File: config.mk
export PLATFORM = sky130hd
export DESIGN_NAME = lz77_front
export DESIGN_NICKNAME = d
export VERILOG_FILES = /design/src/hdl/lz77_pkg.sv /design/src/hdl/lz77_front.sv
export SDC_FILE = /design/constraint.sdc
export NUM_CORES = 1
export LEC_CHECK = 0
export ABC_AREA = 1
export BUFFER_PORTS_ARGS = -buffer_cell sky130_fd_sc_hd__buf_2
export CAP_MARGIN = 40
export CORE_MARGIN = 3
export CORE_UTILIZATION = 57
export DETAILED_ROUTE_END_ITERATION = 6
export PLACE_DENSITY = 0.79
export SLEW_MARGIN = 20
export SYNTH_ARGS = -nofsm -noshare
export SYNTH_HDL_FRONTEND = slang
export SYNTH_SLANG_ARGS = --single-unit
export TNS_END_PERCENT = 20
File: constraint.sdc
create_clock -name i_clk -period 2.4 [get_ports i_clk]
set_input_delay 0.12 -clock i_clk [delete_from_list [all_inputs] [get_ports i_clk]]
set_output_delay 0.12 -clock i_clk [all_outputs]
set_load 0.02 [all_outputs]
File: src/hdl/lz77_pkg.sv
// Shared types and constants of the LZ77 greedy token encoder.
`timescale 1ns / 1ps
package lz77_pkg;

    localparam int DEF_WINDOW_SIZE = 1024;
    localparam int DEF_MAX_MATCH   = 64;
    localparam int DEF_RING_DEPTH  = 2048;

    localparam int OFFSET_W = 11;
    localparam int LENGTH_W = 7;
    localparam int BYTE_W   = 8;

    localparam int CMD_DEPTH = 4;
    localparam int CMD_PTR_W = $clog2(CMD_DEPTH);

    localparam int IN_TDATA_W  = 8;
    localparam int OUT_TDATA_W = 32;

    // One queued command: a text byte or an end-of-text marker.
    typedef struct packed {
        logic              eot;
        logic [BYTE_W-1:0] data;
    } t_cmd;

    // One finished token.
    typedef struct packed {
        logic                is_match;
        logic [OFFSET_W-1:0] offset;
        logic [LENGTH_W-1:0] length;
        logic [BYTE_W-1:0]   next_byte;
        logic                has_next;
        logic                last;
    } t_token;

endpackage

File: src/hdl/lz77_front.sv
// Input side: accept stream transactions, classify them and queue commands.
`timescale 1ns / 1ps
module lz77_front (
    input  logic                            i_clk,
    input  logic                            i_rst_n,
    input  logic                            i_s_axis_tvalid,
    output logic                            o_s_axis_tready,
    input  logic [lz77_pkg::IN_TDATA_W-1:0] i_s_axis_tdata,
    input  logic                            i_s_axis_tlast,
    output logic                            o_cmd_valid,
    input  logic                            i_cmd_ready,
    output lz77_pkg::t_cmd                  o_cmd
);
    import lz77_pkg::*;

    t_cmd                 r_queue [CMD_DEPTH];
    logic [CMD_PTR_W-1:0] r_wr_ptr, n_wr_ptr;
    logic [CMD_PTR_W-1:0] r_rd_ptr, n_rd_ptr;
    logic [CMD_PTR_W:0]   r_count, n_count;
    logic                 w_push, w_pop;
    t_cmd                 w_cmd;

    assign o_s_axis_tready = (r_count != CMD_PTR_W'(0) + (CMD_PTR_W+1)'(CMD_DEPTH));
    assign w_push = i_s_axis_tvalid && o_s_axis_tready;
    assign o_cmd_valid = (r_count != '0);
    assign w_pop  = o_cmd_valid && i_cmd_ready;
    assign o_cmd  = r_queue[r_rd_ptr];

    // An end marker carries no byte.
    always_comb begin
        w_cmd.eot  = i_s_axis_tlast;
        w_cmd.data = i_s_axis_tlast ? '0 : i_s_axis_tdata[BYTE_W-1:0];
    end

    always_comb begin
        n_wr_ptr = w_push ? CMD_PTR_W'(r_wr_ptr + 1'b1) : r_wr_ptr;
        n_rd_ptr = w_pop  ? CMD_PTR_W'(r_rd_ptr + 1'b1) : r_rd_ptr;
        n_count  = r_count;
        if (w_push && !w_pop) begin
            n_count = r_count + 1'b1;
        end else if (w_pop && !w_push) begin
            n_count = r_count - 1'b1;
        end
    end

    always_ff @(posedge i_clk) begin
        if (!i_rst_n) begin
            r_wr_ptr <= '0;
            r_rd_ptr <= '0;
            r_count  <= '0;
        end else begin
            r_wr_ptr <= n_wr_ptr;
            r_rd_ptr <= n_rd_ptr;
            r_count  <= n_count;
        end
    end

    always_ff @(posedge i_clk) begin
        if (w_push) begin
            r_queue[r_wr_ptr] <= w_cmd;
        end
    end

endmodule

==> flow_summary.yaml <==
synthesis:
  yosysWarnings: 0
  synth.distinct_cells: 21
  syn-cell-area_sq_um: 1930
  synth_area_leaders: "edfxtp_1 (56%), dfxtp_1 (9.4%), nor2_1 (7.6%), o21ai_0 (4.4%), inv_1 (4.1%)"
  post_synth.cell_area_avg_sq_um: 11.3
  synth_top_area_share_pct: 56.1
  ys_seq_elements: 45
  ys_seq_area_share_pct: 65.5
  yosys.area.top_type: "edfxtp_1"
  synthCells: 171
  synthesis.nets: 190
layout:
  layout-drive-gt1-share_pct: 21.8
  instances_no_fill: 246
  fin_util_pct: 68.5
  final_area_sq_um: 2140
  antenna_cells: 0
  area_growth_pct: 11.3
  nets: 220
  n_fill_cell: 232
grt:
  grt_pass1_wl_mm: 6.02
  grt_max_degree: 20
  grt_overflow: 0
  grtUsageTotal_pct: 19.6
  first_global_vias: 1322
  antenna_found_initial: 0
sta:
  setup_viol: 0
  worst_pin_slew_ns: 0.711
  max_freq_mhz: 523
  finalCritPeriodShare_pct: 79.7
  final_hold_viol_count: 0
  setup-tns-final_ns: 0
  maxSlewViolCount: 0
  hold_slack_ns: 0.0217
  rsz0062_at_grt: "no"
  period_minus_slack_ns: 1.91
  skew_ns: 0.0127
  max-slew-margin-rel_pct: 52.6
cts:
  holdBufCountCts: 0
  cts_buffer_depth: 2
  clk_latency_ns: 0.35
  clock-sinks: 45
  cts.repair.resized: 0
  root_buffer: "clkbuf_4"
  tritoncts: "done"
  cts_made_buffers: 5
  cts_htree_levels: 2
  cts_setup_buffers: 0
  clk_pin_slew_worst_paths_ns: 0.13
worst_setup_path:
  reg2regPathDepth: 9
  crit_cells: 4
  end_kind: "output port"
  crit_fanout: 19
  startpoint_type: "flip-flop"
  cpPeakStageDelay_ns: 0.80
  cp_slowest_cell: "dfxtp_1"
  r2r_start: "r_count[1]"
  setup.reg_to_reg.worst_slack_ns: 0.60
  path_class: "flip-flop to output port"
  crit_chain: "inv_6 > o21ai_0 > o22ai_1 > buf_2"
  arrival_ns: 1.79
  critPathTopFamily: "flip-flops"
  worstPathRequired_ns: 2.28
  timing.critical_path.buf_inv: 2
power:
  sequentialPowerShare_pct: 50.0
  power_switching_w: 0.000796
  power_density_nw_per_um2: 985
  power_leakage_nw: 0.876
  irDropWorstVdd_mv: 0.515
  intPower_w: 0.00131
  p_comb_share_pct: 33.7
  power.share.switching_pct: 37.7
  clkPwrFrac_pct: 16.2
status:
  outcome: "finished clean"
placed_design:
  placed_cells_incl_taps: 238
  hpwl_mm: 2.40
  gp_congestion: 0.745
  port-buffer-count: 23
  placed_cell_area_sq_um: 2090
route:
  drt_first_pass_iters: 5
  postRouteAntennaNets: 0
  drt_iter0_drc: 64
  drc: 0
  route.vias.total: 1270
  routed_wl_mm: 3.50
  vias_per_cell: 5.16
  wl_per_cell_um: 14.2
floorplan:
  io_pins: 24
  die_w_um: 64.1
  initial_core_util_pct: 61.6
  core_sq_um: 3130
  placementRows: 20
  die_h_um: 64.1
  dieArea_sq_um: 4110
hold_path:
  hp-start: "i_rst_n"
  hp-class: "primary input to flip-flop"
  holdPathStages: 3
job:
  maxCapViolations: 0
==> cell type report <==
cell class | count | area (sq um) | share of cell area [%]
multi-input combinational | 98 | 532 | 24.8
tap | 44 | 55.1 | 2.57
inverter | 24 | 95.1 | 4.44
timing repair buffer | 27 | 145 | 6.77
clock inverter | 3 | 17.5 | 0.817
clock buffer | 5 | 37.5 | 1.75
sequential | 45 | 1260 | 58.8
==> tightest hold or removal path, delay by kind of cell <==
kind	cells	cell delay [ns]
buffers and inverters	1	0.13
AND/OR/NAND/NOR	2	0.10
==> synthesized netlist by cell type <==
cell      number
buf_6          3
inv_1         21
nand2_2        1
dfxtp_1        9
nor2_4         1
nand3b_1       1
nand3_1        4
a21oi_1        3
nor2_1        39
o21ai_0       17
nand2_4        4
o22ai_1        9
inv_6          1
ha_1           5
xor2_1         1
nand2_1       10
fa_1           1
edfxtp_1      36
o21ai_1        2
inv_2          2
clkbuf_1       1
==> logic make-up after synthesis <==
family          count (synthesis)  synth area share (%)
buf+inv                        28                  6.89
simple gates                   60                  14.2
fa+ha+maj                       6                  4.29
flops                          45                  65.5
xor+xnor                        1                 0.455
compound gates                 31                  8.64
==> power groups by stage <==
stage               registers, W  logic (W)  clock network (W)
floorplan                0.00103   0.000563                  0
finish                   0.00106   0.000712           0.000343
detailed placement       0.00108   0.000711                  0
CTS                      0.00106   0.000717           0.000348
global placement         0.00107   0.000679                  0
global route             0.00108   0.000799           0.000383
==> metrics by stage <==
stage | total power, W | setup slack [ns]
3_3_place_gp | 0.00175 | 0.689
4_1_cts | 0.00212 | 0.452
3_5_place_dp | 0.00179 | 0.609
5_1_grt | 0.00226 | 0.265
2_1_floorplan | 0.00159 | 0.694
6_report | 0.00211 | 0.487
==> routing by layer <==
layer	vias to the layer above	part of all wire, %	GRT usage (%)
met4	0	2.1	8.97
met2	32	51	33.0
met5	-	0	0
met1	595	42	23.8
met3	8	4.9	4.75
li1	635	-	-
==> worst paths after layout <==
check                     end
hold / removal     r_count[2]
hold reg to reg   r_rd_ptr[0]
setup / recovery     o_cmd[7]
setup reg to reg   r_count[1]
==> registers in the layout (all words and copies together), names as in the netlist, named ones only <==
| register | cells |
|---|---|
| r_wr_ptr | 2 |
| r_count | 3 |
| r_rd_ptr | 2 |
| r_queue | 36 |
==> cells in the final DEF (no fill, tap or decap) <==
| master | Yosys | routed |
|---|---|---|
| ha_1 | 5 | 5 |
| clkinv_2 | 0 | 2 |
| fa_1 | 1 | 1 |
| nand3b_1 | 1 | 1 |
| buf_2 | 0 | 23 |
| nand2_2 | 1 | 1 |
| buf_4 | 0 | 4 |
| o22ai_1 | 9 | 9 |
| nand2_4 | 4 | 4 |
| o21ai_1 | 2 | 2 |
| inv_6 | 1 | 1 |
| clkbuf_4 | 0 | 5 |
| clkinvlp_4 | 0 | 1 |
| xor2_1 | 1 | 1 |
| nand3_1 | 4 | 4 |
| nor2_4 | 1 | 1 |
| o21ai_0 | 17 | 17 |
| nand2_1 | 10 | 10 |
| dfxtp_1 | 9 | 9 |
| inv_2 | 2 | 2 |
| edfxtp_1 | 36 | 36 |
| nor2_1 | 39 | 39 |
| inv_1 | 21 | 21 |
| a21oi_1 | 3 | 3 |
No activity file was read; power rests on OpenSTA's default activity.
